==> src/rtl/ngfqc_pkg.sv <==
package ngfqc_pkg;

   localparam int MAX_LINE_LENGTH = 128;
   localparam int COL_W           = $clog2(MAX_LINE_LENGTH + 1);

   localparam logic [6:0]  SNR_THR_RST  = 7'd30;
   localparam logic [3:0]  GOOD_NEED_RST = 4'd3;
   localparam logic [6:0]  SNR_CAP      = 7'd127;

   localparam logic [23:0] TYPE_GSV = 24'h475356;
   localparam logic [23:0] TYPE_RMC = 24'h524D43;

   localparam logic [7:0]  CHAR_LF    = 8'h0A;
   localparam logic [7:0]  CHAR_STAR  = 8'h2A;
   localparam logic [7:0]  CHAR_COMMA = 8'h2C;
   localparam logic [7:0]  CHAR_ZERO  = 8'h30;
   localparam logic [7:0]  CHAR_NINE  = 8'h39;

   // register index = paddr[2]
   localparam logic REG_SNR_THR   = 1'b0;
   localparam logic REG_GOOD_NEED = 1'b1;

   typedef enum logic [1:0] {
      KIND_SKIP  = 2'd0,
      KIND_RMC   = 2'd1,
      KIND_GROUP = 2'd2,
      KIND_END   = 2'd3
   } kind_type;

   typedef struct packed {
      logic [7:0] text_byte;
      logic       end_of_input;
   } req_type;

   typedef struct packed {
      kind_type line_kind;
      logic     fix_good;
   } rsp_type;

endpackage

==> src/rtl/nmea_gsv_fix_quality_check_top.sv <==
// A line end or end mark is judged when it is accepted, and its result is registered.
// Throughput: one request per cycle while req_stall is low; all per-byte work is one
//   compare and a small decimal accumulate between the line state and result registers.
// A result stage plus one skid entry let requests flow while rsp_stall is held,
//   until a second result is waiting; req_stall is high only while the skid entry is full.
// Reset (synchronous, active high) clears line/group state and the fix, empties the
//   result stages and loads snr_threshold = 30, good_needed = 3.
module nmea_gsv_fix_quality_check_top
   import ngfqc_pkg::*;
(
   input  logic        clock,
   input  logic        reset,
   // request channel
   input  logic        req_valid,
   output logic        req_stall,
   input  req_type     req_data,
   // result channel
   output logic        rsp_valid,
   input  logic        rsp_stall,
   output rsp_type     rsp_data,
   // configuration port
   input  logic        csr_psel,
   input  logic        csr_penable,
   input  logic        csr_pwrite,
   input  logic [2:0]  csr_paddr,
   input  logic [31:0] csr_pwdata,
   output logic [31:0] csr_prdata,
   output logic        csr_pready
);

   // ---------------------------------------------------------------
   // Configuration registers
   // ---------------------------------------------------------------
   logic [6:0] snr_thr_ff;
   logic [3:0] good_need_ff;
   logic       csr_wr;

   assign csr_pready = 1'b1;
   assign csr_wr     = csr_psel && csr_penable && csr_pwrite && csr_pready;

   always_ff @(posedge clock) begin
      if (reset) begin
         snr_thr_ff   <= SNR_THR_RST;
         good_need_ff <= GOOD_NEED_RST;
      end else if (csr_wr) begin
         unique case (csr_paddr[2])
            REG_SNR_THR:   snr_thr_ff   <= csr_pwdata[6:0];
            REG_GOOD_NEED: good_need_ff <= csr_pwdata[3:0];
            default: ;
         endcase
      end
   end

   always_comb begin
      unique case (csr_paddr[2])
         REG_SNR_THR:   csr_prdata = {25'd0, snr_thr_ff};
         REG_GOOD_NEED: csr_prdata = {28'd0, good_need_ff};
         default:       csr_prdata = 32'd0;
      endcase
   end

   // ---------------------------------------------------------------
   // Line state (per line) and group state (across lines)
   // ---------------------------------------------------------------
   logic [COL_W-1:0] column_ff,     column_in;
   logic [23:0]      type_ff,       type_in;      // columns 3..5
   logic [6:0]       token_num_ff,  token_num_in; // comma token index, saturates
   logic             nonempty_ff,   nonempty_in;
   logic             past_star_ff,  past_star_in;
   logic             stopped_ff,    stopped_in;   // SNR reading off for this line
   logic [6:0]       snr_ff,        snr_in;       // SNR accumulator
   logic             snr_open_ff,   snr_open_in;  // still in leading digits
   logic             sats_ok_ff,    sats_ok_in;   // column 11 held a digit
   logic [3:0]       grp_size_ff,   grp_size_in;  // pending group size, 1..9
   logic [3:0]       lines_left_ff, lines_left_in;
   logic [6:0]       sats_left_ff,  sats_left_in;
   logic [3:0]       good_cnt_ff,   good_cnt_in;
   logic             decided_ff,    decided_in;
   logic             fix_ff,        fix_in;

   logic             req_fire;
   logic             res_valid;
   kind_type         res_kind;

   assign req_fire = req_valid && !req_stall;

   always_comb begin
      logic [7:0]       c;
      logic             is_dig;
      logic [3:0]       dval;
      logic             take;
      logic [23:0]      type_mid;
      logic [3:0]       gc_mid;
      logic             dec_mid;
      logic [6:0]       sats_mid;
      logic             gsv_start;
      logic             snr_tok;
      logic             ct_stop;
      logic [3:0]       ct_gc;
      logic             ct_dec;
      logic             ct_fix;
      logic [6:0]       ct_sats;
      logic [3:0]       gc_inc;
      logic [10:0]      snr_acc;
      logic [6:0]       sats_acc;
      logic [3:0]       lines_nxt;
      logic             fix_v;
      logic             dec_v;

      c      = req_data.text_byte;
      is_dig = (c >= CHAR_ZERO) && (c <= CHAR_NINE);
      dval   = c[3:0];
      take   = req_fire && !req_data.end_of_input && (c != CHAR_LF)
               && (column_ff < COL_W'(MAX_LINE_LENGTH));

      column_in     = column_ff;
      type_in       = type_ff;
      token_num_in  = token_num_ff;
      nonempty_in   = nonempty_ff;
      past_star_in  = past_star_ff;
      stopped_in    = stopped_ff;
      snr_in        = snr_ff;
      snr_open_in   = snr_open_ff;
      sats_ok_in    = sats_ok_ff;
      grp_size_in   = grp_size_ff;
      lines_left_in = lines_left_ff;
      sats_left_in  = sats_left_ff;
      good_cnt_in   = good_cnt_ff;
      decided_in    = decided_ff;
      fix_in        = fix_ff;
      res_valid     = 1'b0;
      res_kind      = KIND_SKIP;
      lines_nxt     = lines_left_ff;
      fix_v         = fix_ff;
      dec_v         = decided_ff;

      // type letters shift in first; a GSV start restarts the group counters
      type_mid = type_ff;
      gc_mid   = good_cnt_ff;
      dec_mid  = decided_ff;
      sats_mid = sats_left_ff;
      if (take && column_ff >= COL_W'(3) && column_ff <= COL_W'(5)) begin
         type_mid = {type_ff[15:0], c};
         if (column_ff == COL_W'(5) && lines_left_ff == 4'd0 && type_mid == TYPE_GSV) begin
            gc_mid   = 4'd0;
            dec_mid  = 1'b0;
            sats_mid = 7'd0;
         end
      end

      gsv_start = (lines_left_ff == 4'd0) && (column_ff >= COL_W'(6))
                  && (type_mid == TYPE_GSV);

      // satellites in view, columns 11 and 12
      sats_acc = 7'((sats_mid * 7'd10) + {3'd0, dval});
      if (take && gsv_start && column_ff == COL_W'(11)) begin
         sats_mid = is_dig ? {3'd0, dval} : 7'd0;
      end else if (take && gsv_start && column_ff == COL_W'(12) && sats_ok_ff && is_dig) begin
         sats_mid = sats_acc;
      end

      // token close: SNR tokens are 7, 11, 15, ...
      snr_tok = (token_num_ff >= 7'd7) && (token_num_ff[1:0] == 2'b11);
      ct_stop = stopped_ff;
      ct_gc   = gc_mid;
      ct_dec  = dec_mid;
      ct_fix  = fix_ff;
      ct_sats = sats_mid;
      gc_inc  = (gc_mid == 4'd15) ? gc_mid : gc_mid + 4'd1;
      if (snr_tok && (lines_left_ff != 4'd0 || gsv_start) && !stopped_ff && !dec_mid) begin
         if (!nonempty_ff || sats_mid == 7'd0) begin
            ct_stop = 1'b1;
         end else begin
            if (snr_ff >= snr_thr_ff) begin
               ct_gc = gc_inc;
               if (gc_inc >= good_need_ff) begin
                  ct_fix = 1'b1;
                  ct_dec = 1'b1;
               end
            end
            ct_sats = sats_mid - 7'd1;
         end
      end

      snr_acc = ({4'd0, snr_ff} * 11'd10) + {7'd0, dval};

      if (take) begin
         type_in      = type_mid;
         good_cnt_in  = gc_mid;
         decided_in   = dec_mid;
         sats_left_in = sats_mid;
         if (gsv_start && column_ff == COL_W'(7)) begin
            grp_size_in = (is_dig && c != CHAR_ZERO) ? dval : 4'd1;
         end
         if (gsv_start && column_ff == COL_W'(11)) begin
            sats_ok_in = is_dig;
         end
         if (!past_star_ff) begin
            if (c == CHAR_STAR || c == CHAR_COMMA) begin
               stopped_in   = ct_stop;
               good_cnt_in  = ct_gc;
               decided_in   = ct_dec;
               fix_in       = ct_fix;
               sats_left_in = ct_sats;
               nonempty_in  = 1'b0;
               snr_in       = 7'd0;
               snr_open_in  = 1'b1;
               if (c == CHAR_STAR) begin
                  past_star_in = 1'b1;
               end else if (token_num_ff != 7'd127) begin
                  token_num_in = token_num_ff + 7'd1;
               end
            end else begin
               nonempty_in = 1'b1;
               if (snr_open_ff && is_dig) begin
                  snr_in = (snr_acc > 11'(SNR_CAP)) ? SNR_CAP : snr_acc[6:0];
               end else begin
                  snr_open_in = 1'b0;
               end
            end
         end
         column_in = column_ff + COL_W'(1);
      end else if (req_fire && req_data.end_of_input) begin
         // open group ends without a group result
         if (lines_left_ff != 4'd0) begin
            if (!decided_ff) fix_in = 1'b0;
            lines_left_in = 4'd0;
         end
         res_valid = 1'b1;
         res_kind  = KIND_END;
      end else if (req_fire && c == CHAR_LF) begin
         if (!past_star_ff) begin
            stopped_in   = ct_stop;
            good_cnt_in  = ct_gc;
            dec_v        = ct_dec;
            fix_v        = ct_fix;
            sats_left_in = ct_sats;
         end
         decided_in = dec_v;
         fix_in     = fix_v;
         res_valid  = 1'b1;
         priority if (lines_left_ff != 4'd0) begin
            lines_nxt     = lines_left_ff - 4'd1;
            lines_left_in = lines_nxt;
            if (lines_nxt == 4'd0) begin
               if (!dec_v) fix_in = 1'b0;
               res_kind = KIND_GROUP;
            end else begin
               res_valid = 1'b0;
            end
         end else if (column_ff >= COL_W'(6) && type_ff == TYPE_RMC) begin
            res_kind = KIND_RMC;
         end else if (gsv_start && column_ff >= COL_W'(13)) begin
            lines_nxt     = grp_size_ff - 4'd1;
            lines_left_in = lines_nxt;
            if (lines_nxt == 4'd0) begin
               if (!dec_v) fix_in = 1'b0;
               res_kind = KIND_GROUP;
            end else begin
               res_valid = 1'b0;
            end
         end else begin
            res_kind = KIND_SKIP;
         end
      end

      // line end and end mark both start a fresh line
      if (req_fire && (req_data.end_of_input || c == CHAR_LF)) begin
         column_in    = '0;
         type_in      = 24'd0;
         token_num_in = 7'd0;
         nonempty_in  = 1'b0;
         past_star_in = 1'b0;
         stopped_in   = 1'b0;
         snr_in       = 7'd0;
         snr_open_in  = 1'b1;
         sats_ok_in   = 1'b0;
         grp_size_in  = 4'd1;
      end
   end

   always_ff @(posedge clock) begin
      if (reset) begin
         column_ff     <= '0;
         type_ff       <= 24'd0;
         token_num_ff  <= 7'd0;
         nonempty_ff   <= 1'b0;
         past_star_ff  <= 1'b0;
         stopped_ff    <= 1'b0;
         snr_ff        <= 7'd0;
         snr_open_ff   <= 1'b1;
         sats_ok_ff    <= 1'b0;
         grp_size_ff   <= 4'd1;
         lines_left_ff <= 4'd0;
         sats_left_ff  <= 7'd0;
         good_cnt_ff   <= 4'd0;
         decided_ff    <= 1'b0;
         fix_ff        <= 1'b0;
      end else begin
         column_ff     <= column_in;
         type_ff       <= type_in;
         token_num_ff  <= token_num_in;
         nonempty_ff   <= nonempty_in;
         past_star_ff  <= past_star_in;
         stopped_ff    <= stopped_in;
         snr_ff        <= snr_in;
         snr_open_ff   <= snr_open_in;
         sats_ok_ff    <= sats_ok_in;
         grp_size_ff   <= grp_size_in;
         lines_left_ff <= lines_left_in;
         sats_left_ff  <= sats_left_in;
         good_cnt_ff   <= good_cnt_in;
         decided_ff    <= decided_in;
         fix_ff        <= fix_in;
      end
   end

   // ---------------------------------------------------------------
   // Result register plus one skid entry. The request side stalls only
   // while the skid entry is occupied.
   // ---------------------------------------------------------------
   logic    rsp_valid_ff, rsp_valid_in;
   rsp_type rsp_data_ff,  rsp_data_in;
   logic    skid_valid_ff, skid_valid_in;
   rsp_type skid_data_ff,  skid_data_in;
   rsp_type res_data;
   logic    rsp_take;

   assign res_data.line_kind = res_kind;
   assign res_data.fix_good  = fix_in;
   assign rsp_take           = rsp_valid_ff && !rsp_stall;
   assign req_stall          = skid_valid_ff;
   assign rsp_valid          = rsp_valid_ff;
   assign rsp_data           = rsp_data_ff;

   always_comb begin
      rsp_valid_in  = rsp_valid_ff;
      rsp_data_in   = rsp_data_ff;
      skid_valid_in = skid_valid_ff;
      skid_data_in  = skid_data_ff;
      priority if (skid_valid_ff) begin
         if (rsp_take) begin
            rsp_data_in   = skid_data_ff;
            skid_valid_in = 1'b0;
         end
      end else if (res_valid) begin
         if (!rsp_valid_ff || rsp_take) begin
            rsp_valid_in = 1'b1;
            rsp_data_in  = res_data;
         end else begin
            skid_valid_in = 1'b1;
            skid_data_in  = res_data;
         end
      end else if (rsp_take) begin
         rsp_valid_in = 1'b0;
      end
   end

   always_ff @(posedge clock) begin
      if (reset) begin
         rsp_valid_ff  <= 1'b0;
         skid_valid_ff <= 1'b0;
      end else begin
         rsp_valid_ff  <= rsp_valid_in;
         skid_valid_ff <= skid_valid_in;
      end
      rsp_data_ff  <= rsp_data_in;
      skid_data_ff <= skid_data_in;
   end

   // ---------------------------------------------------------------
   // Assertions
   // ---------------------------------------------------------------
   // skid entry is only used behind a held result
   a_skid_behind_out: assert property (@(posedge clock) disable iff (reset)
      skid_valid_ff |-> rsp_valid_ff)
      else $error("skid entry valid with empty result register");

   // a decided group always carries a good fix
   a_decided_fix: assert property (@(posedge clock) disable iff (reset)
      decided_ff |-> fix_ff)
      else $error("group decided but fix not set");

   // remaining group lines come from one digit minus one
   a_lines_range: assert property (@(posedge clock) disable iff (reset)
      lines_left_ff <= 4'd8)
      else $error("group line count out of range");

   // satellites in view come from two digits
   a_sats_range: assert property (@(posedge clock) disable iff (reset)
      sats_left_ff <= 7'd99)
      else $error("satellite count out of range");

endmodule

==> config.mk <==
export PLATFORM = sky130hd
export DESIGN_NAME = nmea_gsv_fix_quality_check_top
export DESIGN_NICKNAME = d
export VERILOG_FILES = /design/src/rtl/ngfqc_pkg.sv /design/src/rtl/nmea_gsv_fix_quality_check_top.sv
export SDC_FILE = /design/constraint.sdc
export NUM_CORES = 1
export LEC_CHECK = 0
export BUFFER_PORTS_ARGS = -buffer_cell sky130_fd_sc_hd__buf_2
export CORE_UTILIZATION = 30
export CTS_BUF_LIST = sky130_fd_sc_hd__clkbuf_4 sky130_fd_sc_hd__clkbuf_8 sky130_fd_sc_hd__clkbuf_16
export DETAILED_ROUTE_END_ITERATION = 8
export SLEW_MARGIN = 20
export SYNTH_ARGS = -nofsm -noshare
export SYNTH_HDL_FRONTEND = slang
export SYNTH_SLANG_ARGS = --single-unit
==> constraint.sdc <==
create_clock -name clock -period 14.9 [get_ports clock]
set_input_delay 0.745 -clock clock [delete_from_list [all_inputs] [get_ports clock]]
set_output_delay 0.745 -clock clock [all_outputs]
set_load 0.01 [all_outputs]
# Yosys cells after proc, flatten, opt, wreduce, memory -nomap -nowiden
# Index checks and enable logic that the tools add are counted.
# totals
register_bits	91
latchBits	0
ram_bits	0
romBits	0
output_inout_bits	38
n_memories	0
# classes
addsub	8
multipliers	2
div	0
order_cmp	11
eq_ne	25
n_shift	0
muxes	111
bitwise	6
reduce_logical	72
# ops
op	n
7-bit 2-to-1 mux	15
4-bit 2-to-1 mux	20
24-bit by 23-bit equality test with 1-bit output (second input constant)	3
32-bit one-hot mux with 2 select lines	1
1-bit 2-to-1 mux	62
1-bit logical AND	32
8-bit by 4-bit equality test with 1-bit output (second input constant)	3
24-bit 2-to-1 mux	1
3-bit AND reduction	6
8-bit by 3-bit equality test with 1-bit output (second input constant)	2
8-bit by 6-bit equality test with 1-bit output (second input constant)	2
2-bit 2-to-1 mux	8
5-bit AND reduction	3
2-bit nonzero test	7
4-bit zero test	3
3-bit 2-to-1 mux	4
2-bit AND reduction	6
11-bit by 4-bit adder with 11-bit output	1
11-bit by 7-bit greater-than comparator with 1-bit output (second input constant)	1
7-bit by 3-bit multiplier with 10-bit output (second input constant)	1
2-bit by 1-bit inequality test with 1-bit output (second input constant)	5
8-bit by 1-bit adder with 8-bit output (second input constant)	1
8-bit by 2-bit >= comparator with 1-bit output (second input constant)	1
8-bit by 3-bit >= comparator with 1-bit output (second input constant)	1
other kinds (27)	46

# Logic depth before layout (Yosys ltp)
# depth
depth_word	35
depth_mapped	23

# Worst setup path before layout
# OpenSTA, ideal clock, no wires.
# synth_path
path_kind	input-to-reg
start	input req_data[4] (netlist name)
end	register sats_left_ff[5]
setup_ns	0.091
arrival_time_ns	4.841
required_time_ns	14.809
path_slack_ns	9.968
cell_stages	17
n_path_buf	2
path_cell_list	clkbuf_1 or4b_1 nor4_1 nand4_1 clkbuf_1 and2_1 ha_1 inv_1 fa_1 nor3b_1 xnor2_1 xnor2_1 o21a_1 a31oi_4 nand4b_2 or3b_1 a311oi_1
# synth_between
elab_chain_cells	22
word_cells_on_any_way	52
# synth_rtl
item	line_no	rtl
from (decl)	nmea_gsv_fix_quality_check_top.sv:16	input req_type req_data,
branches (longest 22 deep; another with 7-bit by 3-bit multiplier with 6-bit output)	-	
to (signal assigned)	nmea_gsv_fix_quality_check_top.sv:311	sats_left_ff <= sats_left_in;
to (decl)	nmea_gsv_fix_quality_check_top.sv:76	logic [6:0] sats_left_ff, sats_left_in;
# Several ways; the timed one is not identified. The select of a mux whose other input is x is not followed.
# A chain may end at the register's enable or synchronous reset.

# Final worst setup path
# layout_path
start	register lines_left_ff[0]
end	register sats_left_ff[5]
# layout_between
elab_chain_cells	17
word_cells_on_any_way	35
# layout_rtl
item	line_no	rtl
from (decl)	nmea_gsv_fix_quality_check_top.sv:75	logic [3:0] lines_left_ff, lines_left_in;
from (signal assigned)	nmea_gsv_fix_quality_check_top.sv:310	lines_left_ff <= lines_left_in;
branches (longest 16 deep; another with 7-bit by 3-bit multiplier with 6-bit output)	-	
7-bit 2-to-1 mux *	nmea_gsv_fix_quality_check_top.sv:187	if (take) begin
# Mark *: on every way between the ends. The select of a mux whose other input is x is not followed.

==> results.sh <==
export IMPL_synth_area_leaders="dfxtp_1, ha_1, nand2_1"
export IMPL_ant_nets=0
export IMPL_synth_edf_count=6
export IMPL_route_met2_wl_mm=6.39
export IMPL_postCtsSetupBuffers=0
export IMPL_vdd_drop_max_mv=0.0489
export IMPL_final_common_cell="nand2_1"
export IMPL_yosysTopAreaCell="dfxtp_1"
export IMPL_vias=5009
export IMPL_grt_pass1_vias=4471
export IMPL_core_area_um2=19400
export IMPL_dr_first_iter_drc_count=302
export IMPL_worst_slew_pin_slew_ns=1.07
export IMPL_regArea_um2=1880
export IMPL_dieArea_um2=20300
export IMPL_critPathRequiredTime_ns=15.17
export IMPL_path_class="reg2reg"
export IMPL_root_buffer="clkbuf_16"
export IMPL_cts_tree="done"
export IMPL_setup_tns_final_ns=0
export IMPL_drive_gt1_share_pct=9.59
export IMPL_wl_mm=13.4
export IMPL_wl_met3_um=394
export IMPL_globalplace_congestion=0.820
export IMPL_syn_avg_cell_area_um2=8.00
export IMPL_syn_inst=740
export IMPL_clock_latency_ns=0.36
export IMPL_ys_ff_latch=91
export IMPL_timing_final_crit_share_pct=40.4
export IMPL_slew_viol_final=0
export IMPL_timing_hold_violations_final=0
export IMPL_mostFrequentLayoutCells="nand2_1, dfxtp_1, nor2_1"
export IMPL_synth_top_area_share_pct=28.7
export IMPL_cp_arrival_ns=6.28
export IMPL_drt_met1_wl_mm=6.46
export IMPL_ys_seq_area_share_pct=31.8
export IMPL_slew_headroom_pct=28.1
export IMPL_syn2layout_area_growth_pct=10.3
export IMPL_antenna_found_initial=0
export IMPL_synthesis_area_um2=5920
export IMPL_fmaxAchievable_ghz=0.166
export IMPL_min_period_ns=6.01
export IMPL_antenna_cells=0
export IMPL_status="completed"
export IMPL_h_tree_depth=3
export IMPL_hold_class="reg2reg"
export IMPL_fill_cells=2052
export IMPL_synth_top_flop_cell="dfxtp_1"
export IMPL_setup_viol=0
export IMPL_fin_skew_ns=0.00811
export IMPL_rsz0062_at_grt="no"
export IMPL_async_reset_ff_share_pct=0
export IMPL_grt_max_degree=33
export IMPL_die_h_um=142
export IMPL_hpwl_mm=9.83
export IMPL_topRoutingLayerUsed="met4"
export IMPL_yosys_warnings=0
export IMPL_critPathMaxFanout=18
export IMPL_grt_pass1_wl_mm=22.1
export IMPL_multiInputGateArea_um2=3670
export IMPL_synth_cell_types=68
export IMPL_wire_per_inst_um=13.1
export IMPL_numCtsBuffers=9
export IMPL_final_nets=853
export IMPL_start_util_pct=30.5
export IMPL_powerDensity_nw_per_um2=81.4
export IMPL_overflow=0
export IMPL_grtUsageTotal_pct=13.7
export IMPL_chipWidth_um=142
export IMPL_end_kind="register"
export IMPL_utilization_pct=33.7
export IMPL_first_pass_iters=5
export IMPL_p_leak_nw=2.62
export IMPL_clk_pin_slew_ns=0.07
export IMPL_cts_buffer_depth=2
export IMPL_io_buffers=35
export IMPL_ios=89
export IMPL_cts_sinks=91
export IMPL_worst_setup_path_start_kind="register"
export IMPL_cap_violations=0
export IMPL_hold_buffers=0
export IMPL_drc=0
export IMPL_cts_resized=0
export IMPL_rows=51
export IMPL_viasPerCell=4.88
[metrics by stage]
stage / std cells / worst slack (ns) / hold WS (ns) / cell area, um2 / total power, mW
after floorplan: 764 / 9.97 / 0.432 / 6010 / 0.296
after global placement: 1010 / 8.90 / 0.442 / 6220 / 0.306
after detailed placement: 1010 / 8.91 / 0.448 / 6220 / 0.306
after CTS: 1026 / 8.90 / 0.458 / 6530 / 0.539
after global routing: 1026 / 8.42 / 0.476 / 6530 / 0.556
final: 1026 / 8.89 / 0.453 / 6530 / 0.532
[state kept, by name, summed over array words and instances, names as in the netlist]
signal	count
snr_open_ff	1
good_need_ff	4
lines_left_ff	4
nonempty_ff	1
rsp_valid	1
past_star_ff	1
good_cnt_ff	4
snr_thr_ff	7
snr_ff	7
decided_ff	1
sats_ok_ff	1
req_stall	1
stopped_ff	1
type_ff	24
sats_left_ff	7
skid_data_ff	3
fix_ff	1
rsp_data	3
column_ff	8
grp_size_ff	4
token_num_ff	7
[worst max-delay path, cell delays in order (launching register included)]
cell,delay [ns]
dfxtp_1,0.36
inv_1,0.11
ha_1,0.31
or3b_1,0.58
nor4_1,0.45
nand4_1,0.67
and2_1,0.49
ha_1,0.30
ha_1,0.19
inv_1,0.07
fa_1,0.44
nor3b_1,0.28
xnor2_1,0.18
xnor2_1,0.12
o21a_1,0.23
a31oi_4,0.29
nand4b_2,0.20
or3b_1,0.41
a311oi_1,0.24
[layer usage]
metal,track usage [%],up-vias
li1,-,2572
met2,23.3,77
met1,17.3,2349
met4,4.47,0
met5,0,-
met3,2.36,11
[cells by family (layout without fill, tap and decap cells)]
group           after synthesis  count (layout)  share of synthesized area, %
other cells                   2              26                         0.127
simple gates                304             304                          25.8
mux                          18              18                          3.17
fa+ha+maj                    46              46                          10.2
xor+xnor                     32              32                          4.73
buf+inv                      96              93                          7.90
flops                        91              91                          31.8
compound gates              151             151                          16.2
[cell type report]
class	count	share of cell area [%]
repair buffers	40	3.26
well taps	265	5.08
clock buffers	11	3.95
flip-flops and latches	91	28.8
clock inverters	5	0.651
multi-input cells	577	56.1
inverters	37	2.13
[synth_stat cells (5+ instances only)]
master,count
a211oi_1,7
buf_4,27
o21ai_0,31
xnor2_1,16
ha_1,42
and3_1,7
mux2i_1,12
nand4_1,11
a21o_1,13
a21oi_1,58
nand2b_1,10
xor2_1,16
a211o_1,6
edfxtp_1,6
mux2_2,6
nor2_1,64
nand3_1,17
or4_1,5
nand2_1,111
nor2b_1,10
nor4_1,5
a221oi_1,7
inv_1,37
dfxtp_1,85
nand3b_1,5
clkbuf_1,26
and2_1,9
nor3_1,17
buf_2,5
[final timing paths]
path,endpoint,slack (ns),from,depth (start not counted)
min,type_ff[17],0.45,type_ff[17],2
max reg2reg,sats_left_ff[5],8.89,lines_left_ff[0],18
min reg2reg,type_ff[17],0.45,type_ff[17],2
max,sats_left_ff[5],8.89,lines_left_ff[0],18
[where the power goes]
group | internal (mW) | switching [mW] | total, mW
registers | 0.249 | 0.00245 | 0.252
logic | 0.0176 | 0.0312 | 0.0488
clock network | 0.127 | 0.104 | 0.232
Power figures use the tool's default switching activity.
